### src/hdl/brb_pkg.sv
// ============================================================================
// brb_pkg
// Shared widths, request codes and index arithmetic for the byte ring buffer.
// ============================================================================
`default_nettype none

package brb_pkg;

   // Physical slots in the ring memory.
   localparam int DEPTH  = 64;
   localparam int IDX_W  = $clog2(DEPTH);

   // Fixed field widths.
   localparam int TYPE_W = 2;
   localparam int LEN_W  = 6;
   localparam int BYTE_W = 8;
   localparam int SIZE_W = 7;

   localparam logic [SIZE_W-1:0] SIZE_MIN = SIZE_W'(2);
   localparam logic [SIZE_W-1:0] SIZE_MAX = SIZE_W'(DEPTH);

   // Request codes.
   localparam logic [TYPE_W-1:0] REQ_PUSH    = 2'd0;
   localparam logic [TYPE_W-1:0] REQ_PEEK    = 2'd1;
   localparam logic [TYPE_W-1:0] REQ_DISCARD = 2'd2;
   localparam logic [TYPE_W-1:0] REQ_POP     = 2'd3;

   // Index plus offset, wrapped at the ring size. The caller keeps
   // idx + delta below twice the size, so one subtraction is enough.
   function automatic logic [IDX_W-1:0] wrap_add(input logic [IDX_W-1:0]  idx,
                                                 input logic [SIZE_W-1:0] delta,
                                                 input logic [SIZE_W-1:0] size);
      logic [SIZE_W:0] sum;
      sum = {2'b00, idx} + {1'b0, delta};
      if (sum >= {1'b0, size}) begin
         sum = sum - {1'b0, size};
      end
      return sum[IDX_W-1:0];
   endfunction

endpackage

`default_nettype wire

### src/hdl/brb_req_if.sv
// ============================================================================
// brb_req_if
// Request channel of the byte ring buffer: valid/ready and one request.
// ============================================================================
`default_nettype none

interface brb_req_if import brb_pkg::*; ();
   logic              valid;
   logic              ready;
   logic [TYPE_W-1:0] req_type;
   logic [LEN_W-1:0]  req_length;
   logic [BYTE_W-1:0] push_byte;

   modport source (output valid, req_type, req_length, push_byte, input ready);
   modport sink   (input valid, req_type, req_length, push_byte, output ready);
endinterface

`default_nettype wire

### src/hdl/brb_rsp_if.sv
// ============================================================================
// brb_rsp_if
// Response channel of the byte ring buffer: valid/ready and one result.
// ============================================================================
`default_nettype none

interface brb_rsp_if import brb_pkg::*; ();
   logic              valid;
   logic              ready;
   logic              ok;
   logic [BYTE_W-1:0] out_byte;
   logic              byte_valid;
   logic [LEN_W-1:0]  byte_count;
   logic              run_last;
   logic [LEN_W-1:0]  used_count;
   logic [LEN_W-1:0]  free_count;

   modport source (output valid, ok, out_byte, byte_valid, byte_count, run_last,
                   used_count, free_count, input ready);
   modport sink   (input valid, ok, out_byte, byte_valid, byte_count, run_last,
                   used_count, free_count, output ready);
endinterface

`default_nettype wire

### src/hdl/byte_ring_buffer_unit.sv
// ============================================================================
// byte_ring_buffer_unit
// Circular byte FIFO with one slot kept empty, run-based push and read runs.
// ============================================================================
//
//   Channel   Direction  Handshake           Carries
//   req_if    in         valid/ready         req_type, req_length, push_byte
//   rsp_if    out        valid/ready         ok, out_byte, byte_valid,
//                                            byte_count, run_last, used_count,
//                                            free_count
//   csr_*     in         write enable only   ring_size (7 bits)
//
// Each push byte is written to the ring memory in the cycle that accepts it;
// only the last byte of a push run produces a result. A peek or pop of n
// bytes occupies the block from the accepting cycle, through a read on the
// single registered read port of the ring memory, then returns one byte per
// cycle while the consumer takes them; no new request is taken until the last
// byte of the run has moved into the output register.
// The output register frees in the cycle the consumer takes its result, so a
// stalled consumer holds the block but loses nothing.
// Reset is synchronous and clears the indices, the push state and the size
// (back to 64); the memory itself is not cleared, as only written entries
// are ever read.
// ============================================================================
`default_nettype none

module byte_ring_buffer_unit import brb_pkg::*; (
   input  wire                 clock,
   input  wire                 reset,
   brb_req_if.sink             req_if,
   brb_rsp_if.source           rsp_if,
   input  wire                 csr_wr_en,
   input  wire  [SIZE_W-1:0]   csr_wr_data
);

   // Control states: idle takes requests, read streams a peek or pop run.
   localparam logic ST_IDLE = 1'b0;
   localparam logic ST_READ = 1'b1;

   // ------------------------------------------------------------------------
   // Registers
   // ------------------------------------------------------------------------
   logic [SIZE_W-1:0] size_ff, size_in;
   logic [IDX_W-1:0]  wr_idx_ff, wr_idx_in;
   logic [IDX_W-1:0]  rd_idx_ff, rd_idx_in;
   logic [LEN_W-1:0]  push_rcv_ff, push_rcv_in;
   logic              push_ok_ff, push_ok_in;
   logic              st_ff, st_in;

   // Read run bookkeeping.
   logic [IDX_W-1:0]  addr_ff, addr_in;
   logic [LEN_W-1:0]  iss_cnt_ff, iss_cnt_in;
   logic [LEN_W-1:0]  run_n_ff, run_n_in;
   logic [LEN_W-1:0]  after_ff, after_in;
   logic              pend_ff, pend_in;
   logic              pend_last_ff, pend_last_in;

   // Output register.
   logic              rsp_valid_ff, rsp_valid_in;
   logic              rsp_ok_ff, rsp_ok_in;
   logic [BYTE_W-1:0] rsp_byte_ff, rsp_byte_in;
   logic              rsp_bvalid_ff, rsp_bvalid_in;
   logic [LEN_W-1:0]  rsp_cnt_ff, rsp_cnt_in;
   logic              rsp_last_ff, rsp_last_in;
   logic [LEN_W-1:0]  rsp_used_ff, rsp_used_in;
   logic [LEN_W-1:0]  rsp_free_ff, rsp_free_in;

   // Ring memory with a registered read port.
   logic [BYTE_W-1:0] ring_mem [DEPTH];
   logic [BYTE_W-1:0] rdata_ff;
   logic              mem_we;
   logic [IDX_W-1:0]  mem_waddr;
   logic              mem_re;

   // ------------------------------------------------------------------------
   // Occupancy of the ring, derived from the two indices.
   // ------------------------------------------------------------------------
   logic [SIZE_W-1:0] used_now;
   logic [SIZE_W-1:0] free_now;

   always_comb begin
      if (wr_idx_ff >= rd_idx_ff) begin
         used_now = {1'b0, wr_idx_ff} - {1'b0, rd_idx_ff};
      end else begin
         used_now = size_ff - ({1'b0, rd_idx_ff} - {1'b0, wr_idx_ff});
      end
      free_now = size_ff - SIZE_W'(1) - used_now;
   end

   // The output register can take a new result when empty or being drained.
   logic out_free;
   logic req_fire;
   logic move;

   assign out_free = !rsp_valid_ff || rsp_if.ready;
   assign req_fire = req_if.valid && req_if.ready;

   // A fetched byte moves to the output register once that register frees.
   assign move   = pend_ff && out_free;
   // A new memory read is issued while the run has bytes left and the read
   // data register is empty or being emptied in this cycle.
   assign mem_re = (st_ff == ST_READ) && (iss_cnt_ff != run_n_ff) && (!pend_ff || move);

   assign req_if.ready = (st_ff == ST_IDLE) && out_free;

   // ------------------------------------------------------------------------
   // Request handling
   // ------------------------------------------------------------------------
   logic [SIZE_W-1:0] len_w;
   logic              acc;
   logic [SIZE_W-1:0] rcv_next;
   logic [SIZE_W-1:0] run_len;

   always_comb begin
      size_in       = size_ff;
      wr_idx_in     = wr_idx_ff;
      rd_idx_in     = rd_idx_ff;
      push_rcv_in   = push_rcv_ff;
      push_ok_in    = push_ok_ff;
      st_in         = st_ff;
      addr_in       = addr_ff;
      iss_cnt_in    = iss_cnt_ff;
      run_n_in      = run_n_ff;
      after_in      = after_ff;
      pend_in       = pend_ff;
      pend_last_in  = pend_last_ff;

      rsp_valid_in  = rsp_valid_ff && !rsp_if.ready;
      rsp_ok_in     = rsp_ok_ff;
      rsp_byte_in   = rsp_byte_ff;
      rsp_bvalid_in = rsp_bvalid_ff;
      rsp_cnt_in    = rsp_cnt_ff;
      rsp_last_in   = rsp_last_ff;
      rsp_used_in   = rsp_used_ff;
      rsp_free_in   = rsp_free_ff;

      mem_we    = 1'b0;
      mem_waddr = wrap_add(wr_idx_ff, {1'b0, push_rcv_ff}, size_ff);

      len_w    = {1'b0, req_if.req_length};
      acc      = 1'b0;
      rcv_next = {1'b0, push_rcv_ff} + SIZE_W'(1);
      run_len  = (len_w < used_now) ? len_w : used_now;

      if (req_fire) begin
         // Any single-result request fills in this default failing result.
         rsp_ok_in     = 1'b0;
         rsp_byte_in   = '0;
         rsp_bvalid_in = 1'b0;
         rsp_cnt_in    = '0;
         rsp_last_in   = 1'b1;
         rsp_used_in   = used_now[LEN_W-1:0];
         rsp_free_in   = free_now[LEN_W-1:0];

         if (req_if.req_type == REQ_PUSH) begin
            if (push_rcv_ff == '0 && len_w == '0) begin
               // Empty push: fail at once, nothing is in progress.
               rsp_valid_in = 1'b1;
            end else begin
               // Space is decided on the first byte; a run that grows past
               // the free space later on fails as a whole.
               acc = (push_rcv_ff == '0) ? (len_w <= free_now) : push_ok_ff;
               if (acc && {1'b0, push_rcv_ff} >= free_now) begin
                  acc = 1'b0;
               end
               mem_we = acc;
               if (rcv_next >= len_w) begin
                  rsp_valid_in = 1'b1;
                  rsp_ok_in    = acc;
                  push_rcv_in  = '0;
                  push_ok_in   = 1'b0;
                  if (acc) begin
                     wr_idx_in   = wrap_add(wr_idx_ff, rcv_next, size_ff);
                     rsp_cnt_in  = rcv_next[LEN_W-1:0];
                     rsp_used_in = LEN_W'(used_now + rcv_next);
                     rsp_free_in = LEN_W'(free_now - rcv_next);
                  end
               end else begin
                  push_rcv_in = rcv_next[LEN_W-1:0];
                  push_ok_in  = acc;
               end
            end
         end else begin
            // Any other request drops an unfinished push.
            push_rcv_in = '0;
            push_ok_in  = 1'b0;
            if (req_if.req_type == REQ_DISCARD) begin
               rsp_valid_in = 1'b1;
               if (len_w != '0 && len_w <= used_now) begin
                  rd_idx_in   = wrap_add(rd_idx_ff, len_w, size_ff);
                  rsp_ok_in   = 1'b1;
                  rsp_cnt_in  = req_if.req_length;
                  rsp_used_in = LEN_W'(used_now - len_w);
                  rsp_free_in = LEN_W'(free_now + len_w);
               end
            end else if (len_w == '0 || used_now == '0) begin
               // Peek or pop with nothing to return.
               rsp_valid_in = 1'b1;
            end else begin
               // Start a read run; a pop takes its bytes out right away, as
               // nothing else touches the ring until the run is over.
               st_in      = ST_READ;
               addr_in    = rd_idx_ff;
               iss_cnt_in = '0;
               run_n_in   = run_len[LEN_W-1:0];
               if (req_if.req_type == REQ_POP) begin
                  rd_idx_in = wrap_add(rd_idx_ff, run_len, size_ff);
                  after_in  = LEN_W'(used_now - run_len);
               end else begin
                  after_in  = used_now[LEN_W-1:0];
               end
            end
         end
      end

      // Read run: issue, then move fetched bytes to the output register.
      if (mem_re) begin
         addr_in      = wrap_add(addr_ff, SIZE_W'(1), size_ff);
         iss_cnt_in   = iss_cnt_ff + LEN_W'(1);
         pend_last_in = (iss_cnt_ff == run_n_ff - LEN_W'(1));
      end
      if (move) begin
         rsp_valid_in  = 1'b1;
         rsp_ok_in     = 1'b1;
         rsp_byte_in   = rdata_ff;
         rsp_bvalid_in = 1'b1;
         rsp_cnt_in    = run_n_ff;
         rsp_last_in   = pend_last_ff;
         rsp_used_in   = after_ff;
         rsp_free_in   = LEN_W'(size_ff - SIZE_W'(1) - {1'b0, after_ff});
         if (pend_last_ff) begin
            st_in = ST_IDLE;
         end
      end
      pend_in = mem_re || (pend_ff && !move);

      // Size write empties the ring; user must send it only when idle (unchecked).
      if (csr_wr_en) begin
         if (csr_wr_data < SIZE_MIN) begin
            size_in = SIZE_MIN;
         end else if (csr_wr_data > SIZE_MAX) begin
            size_in = SIZE_MAX;
         end else begin
            size_in = csr_wr_data;
         end
         wr_idx_in   = '0;
         rd_idx_in   = '0;
         push_rcv_in = '0;
         push_ok_in  = 1'b0;
      end
   end

   always_ff @(posedge clock) begin
      if (reset) begin
         size_ff      <= SIZE_MAX;
         wr_idx_ff    <= '0;
         rd_idx_ff    <= '0;
         push_rcv_ff  <= '0;
         push_ok_ff   <= 1'b0;
         st_ff        <= ST_IDLE;
         pend_ff      <= 1'b0;
         rsp_valid_ff <= 1'b0;
      end else begin
         size_ff      <= size_in;
         wr_idx_ff    <= wr_idx_in;
         rd_idx_ff    <= rd_idx_in;
         push_rcv_ff  <= push_rcv_in;
         push_ok_ff   <= push_ok_in;
         st_ff        <= st_in;
         pend_ff      <= pend_in;
         rsp_valid_ff <= rsp_valid_in;
      end
   end

   // Payload and run bookkeeping need no reset.
   always_ff @(posedge clock) begin
      addr_ff       <= addr_in;
      iss_cnt_ff    <= iss_cnt_in;
      run_n_ff      <= run_n_in;
      after_ff      <= after_in;
      pend_last_ff  <= pend_last_in;
      rsp_ok_ff     <= rsp_ok_in;
      rsp_byte_ff   <= rsp_byte_in;
      rsp_bvalid_ff <= rsp_bvalid_in;
      rsp_cnt_ff    <= rsp_cnt_in;
      rsp_last_ff   <= rsp_last_in;
      rsp_used_ff   <= rsp_used_in;
      rsp_free_ff   <= rsp_free_in;
   end

   // Ring memory: one write port for push bytes, one registered read port.
   always_ff @(posedge clock) begin
      if (mem_we) begin
         ring_mem[mem_waddr] <= req_if.push_byte;
      end
   end

   always_ff @(posedge clock) begin
      if (mem_re) begin
         rdata_ff <= ring_mem[addr_ff];
      end
   end

   assign rsp_if.valid      = rsp_valid_ff;
   assign rsp_if.ok         = rsp_ok_ff;
   assign rsp_if.out_byte   = rsp_byte_ff;
   assign rsp_if.byte_valid = rsp_bvalid_ff;
   assign rsp_if.byte_count = rsp_cnt_ff;
   assign rsp_if.run_last   = rsp_last_ff;
   assign rsp_if.used_count = rsp_used_ff;
   assign rsp_if.free_count = rsp_free_ff;

   // ------------------------------------------------------------------------
   // Assertions
   // ------------------------------------------------------------------------

   // Both indices stay inside the ring in use.
   assert property (@(posedge clock) disable iff (reset)
      ({1'b0, wr_idx_ff} < size_ff) && ({1'b0, rd_idx_ff} < size_ff))
      else $error("ring index beyond ring size");

   // One slot always stays empty.
   assert property (@(posedge clock) disable iff (reset)
      used_now < size_ff)
      else $error("ring overfilled");

   // Fetched read data exists only during a read run.
   assert property (@(posedge clock) disable iff (reset)
      pend_ff |-> (st_ff == ST_READ))
      else $error("read data pending outside a read run");

   // The last byte of a run returns the block to idle.
   assert property (@(posedge clock) disable iff (reset)
      (move && pend_last_ff) |=> (st_ff == ST_IDLE) && !pend_ff)
      else $error("read run did not end on its last byte");

endmodule

`default_nettype wire

### src/flat_wrapper.sv
// flat-port wrapper written by rule: the top's interface ports become plain ports
module byte_ring_buffer_unit_flat import brb_pkg::*;
  (clock, reset, csr_wr_en, csr_wr_data, req_if_valid, req_if_req_type, req_if_req_length, req_if_push_byte, req_if_ready, rsp_if_valid, rsp_if_ok, rsp_if_out_byte, rsp_if_byte_valid, rsp_if_byte_count, rsp_if_run_last, rsp_if_used_count, rsp_if_free_count, rsp_if_ready);
  brb_req_if req_if_i ();
  brb_rsp_if rsp_if_i ();
  input  wire clock;
  input  wire reset;
  input  wire csr_wr_en;
  input  wire  [SIZE_W-1:0] csr_wr_data;
  input wire logic [$bits(req_if_i.valid)-1:0] req_if_valid;
  input wire logic [$bits(req_if_i.req_type)-1:0] req_if_req_type;
  input wire logic [$bits(req_if_i.req_length)-1:0] req_if_req_length;
  input wire logic [$bits(req_if_i.push_byte)-1:0] req_if_push_byte;
  output wire logic [$bits(req_if_i.ready)-1:0] req_if_ready;
  output wire logic [$bits(rsp_if_i.valid)-1:0] rsp_if_valid;
  output wire logic [$bits(rsp_if_i.ok)-1:0] rsp_if_ok;
  output wire logic [$bits(rsp_if_i.out_byte)-1:0] rsp_if_out_byte;
  output wire logic [$bits(rsp_if_i.byte_valid)-1:0] rsp_if_byte_valid;
  output wire logic [$bits(rsp_if_i.byte_count)-1:0] rsp_if_byte_count;
  output wire logic [$bits(rsp_if_i.run_last)-1:0] rsp_if_run_last;
  output wire logic [$bits(rsp_if_i.used_count)-1:0] rsp_if_used_count;
  output wire logic [$bits(rsp_if_i.free_count)-1:0] rsp_if_free_count;
  input wire logic [$bits(rsp_if_i.ready)-1:0] rsp_if_ready;
  assign req_if_i.valid = req_if_valid;
  assign req_if_i.req_type = req_if_req_type;
  assign req_if_i.req_length = req_if_req_length;
  assign req_if_i.push_byte = req_if_push_byte;
  assign req_if_ready = req_if_i.ready;
  assign rsp_if_valid = rsp_if_i.valid;
  assign rsp_if_ok = rsp_if_i.ok;
  assign rsp_if_out_byte = rsp_if_i.out_byte;
  assign rsp_if_byte_valid = rsp_if_i.byte_valid;
  assign rsp_if_byte_count = rsp_if_i.byte_count;
  assign rsp_if_run_last = rsp_if_i.run_last;
  assign rsp_if_used_count = rsp_if_i.used_count;
  assign rsp_if_free_count = rsp_if_i.free_count;
  assign rsp_if_i.ready = rsp_if_ready;
  byte_ring_buffer_unit u_core (.clock(clock), .reset(reset), .req_if(req_if_i), .rsp_if(rsp_if_i), .csr_wr_en(csr_wr_en), .csr_wr_data(csr_wr_data));
endmodule
### config.mk
export PLATFORM = sky130hd
export DESIGN_NAME = byte_ring_buffer_unit_flat
export DESIGN_NICKNAME = d
export VERILOG_FILES = /design/src/hdl/brb_pkg.sv /design/src/hdl/brb_req_if.sv /design/src/hdl/brb_rsp_if.sv /design/src/hdl/byte_ring_buffer_unit.sv /design/src/flat_wrapper.sv
export SDC_FILE = /design/constraint.sdc
export NUM_CORES = 1
export LEC_CHECK = 0
export BUFFER_PORTS_ARGS = -buffer_cell sky130_fd_sc_hd__buf_4
export CELL_PAD_IN_SITES_DETAIL_PLACEMENT = 0
export CELL_PAD_IN_SITES_GLOBAL_PLACEMENT = 1
export CORE_ASPECT_RATIO = 1.1
export CORE_MARGIN = 2
export CORE_UTILIZATION = 55
export CTS_BUF_LIST = sky130_fd_sc_hd__clkbuf_16
export DETAILED_ROUTE_END_ITERATION = 8
export HOLD_SLACK_MARGIN = 0.15
export PLACE_DENSITY_LB_ADDON = 0.1
export SLEW_MARGIN = 20
export SYNTH_ARGS = -nofsm -noshare
export SYNTH_HDL_FRONTEND = slang
export SYNTH_SLANG_ARGS = --single-unit
### constraint.sdc
create_clock -name clock -period 14.1 [get_ports clock]
set_input_delay 4.23 -clock clock [delete_from_list [all_inputs] [get_ports clock]]
set_output_delay 4.23 -clock clock [all_outputs]
set_load 0.005 [all_outputs]
# After elaboration in Yosys (flattened, before gate mapping)
# Memory sizes are Yosys's and may differ from the RTL's. A register that Yosys moved wholly into a read port is not among the register bits.
# Cells that the tools add are included.
[totals]
elab_cells = 191
register_bits = 83
input_bits = 28
memories = 1
mem_bits_rw = 512
output_inout_bits = 31
[op_classes]
bitwise = 5
n_eq_ne = 10
add_sub_neg = 24
muxes = 86
reduce_logical = 32
n_lt_le_gt_ge = 13
[memory_table]
columns = ["name", "words", "width", "read_ports", "rd_clocked_by_memory_dff", "wr", "line_no", "text"]
rows = [
  ["u_core.ring_mem", 64, 8, 1, 1, 1, "byte_ring_buffer_unit.sv:69", "logic [BYTE_W-1:0] ring_mem [DEPTH];"],
]
[op_table]
columns = ["op", "count"]
rows = [
  ["6-bit two-way mux", 47],
  ["6-bit subtractor", 9],
  ["1-bit two-way mux", 33],
  ["7-bit two-way mux", 4],
  ["7-bit >= comparator", 3],
  ["6-bit by 7-bit adder with 8-bit output", 2],
  ["8-bit by 7-bit >= comparator with 1-bit output", 2],
  ["8-bit two-way mux", 2],
  ["6-bit by 1-bit adder with 7-bit output (second input constant)", 2],
  ["6-bit by 6-bit adder with 7-bit output", 2],
  ["6-bit by 7-bit less-or-equal comparator with 1-bit output", 2],
  ["6-bit by 6-bit subtractor with 7-bit output", 2],
  ["7-bit subtractor", 2],
  ["6-bit adder", 2],
  ["6-bit logical NOT", 2],
  ["1-bit logical AND", 10],
  ["5-bit AND reduction", 2],
  ["2-bit by 1-bit inequality test with 1-bit output (second input constant)", 4],
  ["4-bit AND reduction", 2],
  ["6-bit by 7-bit >= comparator with 1-bit output", 1],
  ["7-bit by 6-bit >= comparator with 1-bit output", 1],
  ["7-bit > comparator (second input constant)", 1],
  ["7-bit logical NOT", 1],
  ["6-bit by 7-bit less-than comparator with 1-bit output", 1],
  ["17 further kinds", 31],
]

# Longest topological paths before layout
[logic_depth]
word_depth = 17
mapped_depth = 32
depth_no_buf = 31

# Worst setup path before layout
# Ideal clock, no wire load.
[synth_path]
path_type = "input to output"
startpoint = "input port rsp_if_ready"
endpoint = "output port req_if_ready"
n_path_buf = 0
slack_ps = 5340
arrival_ps = 4530
t_required_ps = 9870
path_stages = 2
path_cell_list = "nor2b_1 -> nor2_1"
[synth_between]
elab_chain_cells = 2
[synth_lines]
columns = ["item", "line_no", "text"]
rows = [
  ["start, declared", "flat_wrapper.sv:23", "input wire logic [$bits(rsp_if_i.ready)-1:0] rsp_if_ready;"],
  ["1-bit logical OR", "byte_ring_buffer_unit.sv:95", "assign out_free = !rsp_valid_ff || rsp_if.ready;"],
  ["1-bit logical AND", "byte_ring_buffer_unit.sv:104", "assign req_if.ready = (st_ff == ST_IDLE) && out_free;"],
  ["end, declared", "flat_wrapper.sv:14", "output wire logic [$bits(req_if_i.ready)-1:0] req_if_ready;"],
]
# No other way between the ends.

# Worst setup path in the final report
# Ends and elaborated chain as after synthesis.

==> out/metrics.csv <==
metric,value,unit
Synth Area in Adders,7.50,%
worst vdd ir,0.120,mV
Initial Util,55.5,%
Worst-path clk slew,60,ps
CP Class,in2out,
largest net degree at the start of global routing,69,
critical path peak fanout,5,
final net count,2395,
most used flip-flop cell after synthesis,edfxtp_1,
status,"finished, final reports clean",
Routability Congestion,0.981,
post-synthesis sequential area ratio,60.0,%
worst hold slack,450,ps
gr ovfl total,0,
Clock Skew,15.9,ps
Sink Count,603,
Yosys cell types,71,
area grow syn2layout,9.92,%
final cycle utilization of the critical path,64.6,%
CTS Buf Count,58,
yosys warns,0,
Slew headroom,30.9,%
dpl hpwl,53300,µm
DR iter-0 viols,1472,
main combinational cell family by area after synthesis,multiplexers,
crit path launch type,input port,
met3 GRT Util,2.90,%
# port buffers,58,
Die ar.,55800,µm²
Final Util,61.0,%
Cell Int Power,3510,µW
Worst Path Arrival,4870,ps
layout cells sized above 1,13.1,%
CTS tree,yes,
clock network fraction of total power,28.0,%
"EDFF count, synth",572,
first-pass GRT wire length,115000,µm
pre-CTS WS,4720,ps
#FFs+latches synth,603,
top-count cell post-synth,edfxtp_1,
Least-Margin Pin Slew,1040,ps
# DRC,0,
GR met1 Demand/Resource,36.3,%
htree depth,2,
post-synthesis compound-gate area fraction,9.82,%
I/O pins,59,
Post-CTS Resized,0,
setup violators final,0,
DRT Pass-1 Iters,5,
largest area contributor in the netlist,edfxtp_1,
Post-synth top cells,"edfxtp_1, a21oi_1, nor2_1",
Syn Area/Cell,13.8,µm²
final hold vios,0,
multiplexer share of the synthesized area,11.2,%
max capacitance violation total,0,
area of the multi-input gates,11200,µm²
Filler Cell Count,4166,
post-route ant nets,0,
Die Y,248,µm
Worst Hold Class,reg2reg,
GR peak layer,met2,
register area,17800,µm²
Clock Tree Buf Depth,3,
met2 Track Usage GR,47.7,%
Vias,18200,
synth top area cells,"edfxtp_1, ha_1, mux4_2",
pwr dens,161,nW/µm²
total track usage,28.1,%
post-CTS setup buffer count,0,
unrepaired setup endpoints after global routing,false,
Synth top area share,57.9,%
sequential power share,40.0,%
Tmin final,9100,ps
number of vias per cell,6.21,
P_sw,1740,µW
# diodes,0,
Slew Limit Fails,0,
row cnt,89,
worst skew pair latency,620,ps
maximum clock rate,110,MHz
setup slack after layout,5000,ps
setup TNS,0,ps
CP required,9870,ps
synthesized area,29700,µm²
xor/xnor share of the synthesized area,2.71,%
post-synthesis net count,2337,
Die Span X,225,µm
fraction of registers with async set/reset,0,%
WL/cell,26.4,µm
vias in the first global route,18000,
simple-gate share of the synthesized area,6.32,%
Clock Tree Root,clkbuf_16,
Hold Buf Count CTS,0,
Core Footprint,53500,µm²
Cells after Synth,2145,
initial antenna violation count,0,
switching portion of total power,33.1,%
Crit. End Element,output port,
WL final,77300,µm
leakage,0.0117,µW
Gate power share,31.9,%
==> stage by stage <==
stage,area [µm²],cells,total power (µW)
5_1_grt,32600,2933,5480
2_1_floorplan,29700,2145,3240
4_1_cts,32600,2932,5280
3_3_place_gp,30800,2824,3800
6_report,32600,2933,5250
3_5_place_dp,30800,2824,3810
==> per-layer routing <==
| metal | up-vias | wire length [µm] |
|---|---|---|
| met1 | 9110 | 31300 |
| met3 | 164 | 3580 |
| met4 | 0 | 4250 |
| met5 | - | 0 |
| li1 | 8370 | - |
| met2 | 570 | 38200 |
==> cell type report <==
type	instances	share of cell area, %
clock inverters	50	1.05
multi-input cells	1352	34.2
inverters	110	1.27
flip-flops and latches	603	54.6
clock buffers	58	4.45
well taps	682	2.62
repair buffers	78	1.79
==> worst max-delay path: stages <==
cell,delay [ps]
buf_4,110
nor2b_1,270
nor2_1,110
buf_4,150
==> cell families after synthesis <==
| logic type | after synthesis |
|---|---|
| AOI/OAI and AO/OA | 455 |
| xor gates and xnor gates | 90 |
| adders and majority gates | 164 |
| buffers and inverters | 190 |
| DFF | 603 |
| muxes | 237 |
| and+or+nand+nor | 406 |
==> power by group through the flow <==
stage / clock network, µW / logic (µW) / registers (µW)
2_1_floorplan: 0 / 1130 / 2110
3_3_place_gp: 0 / 1660 / 2140
3_5_place_dp: 0 / 1670 / 2140
4_1_cts: 1500 / 1680 / 2100
5_1_grt: 1560 / 1820 / 2110
6_report: 1470 / 1680 / 2100
==> cells in the final DEF (no fill, tap or decap), types with 11 or more instances in the layout <==
cell type	count
buf_4	77
clkbuf_16	58
nor2_1	144
a21o_1	35
nor3_1	15
o21ai_0	90
o21bai_1	12
o221ai_1	32
nor2b_1	13
nand2b_1	19
xor2_1	26
edfxtp_1	572
xnor2_1	63
clkinv_2	15
o211ai_1	11
fa_1	23
inv_1	125
mux2i_1	122
ha_1	141
nand2_1	111
dfxtp_1	31
mux4_2	72
mux2_2	43
o22ai_1	42
and2_1	18
a21oi_1	145
nand3_1	36
==> registers in the layout (all words and copies together) (netlist names), 6 cells and up <==
name / count
u_core.rsp_if.free_count: 6
u_core.after_ff: 6
u_core.ring_mem: 512
u_core.wr_idx_ff: 6
u_core.push_rcv_ff: 6
u_core.size_ff: 7
u_core.run_n_ff: 6
u_core.rsp_if.used_count: 6
u_core.rsp_if.out_byte: 8
u_core.iss_cnt_ff: 6
u_core.rd_idx_ff: 6
u_core.rdata_ff: 8
u_core.rsp_if.byte_count: 6
u_core.addr_ff: 6
==> path summary, 6_finish.rpt <==
path                                 start                       end  slack [ps]  cells after the start
hold / removal    u_core.rsp_if.byte_valid  u_core.rsp_if.byte_valid         450                      2
hold reg to reg   u_core.rsp_if.byte_valid  u_core.rsp_if.byte_valid         450                      2
setup reg to reg       u_core.rd_idx_ff[1]    u_core.ring_mem[47][1]        5670                     18
setup / recovery              rsp_if_ready              req_if_ready        5000                      4
Power figures use the tool's default switching activity.
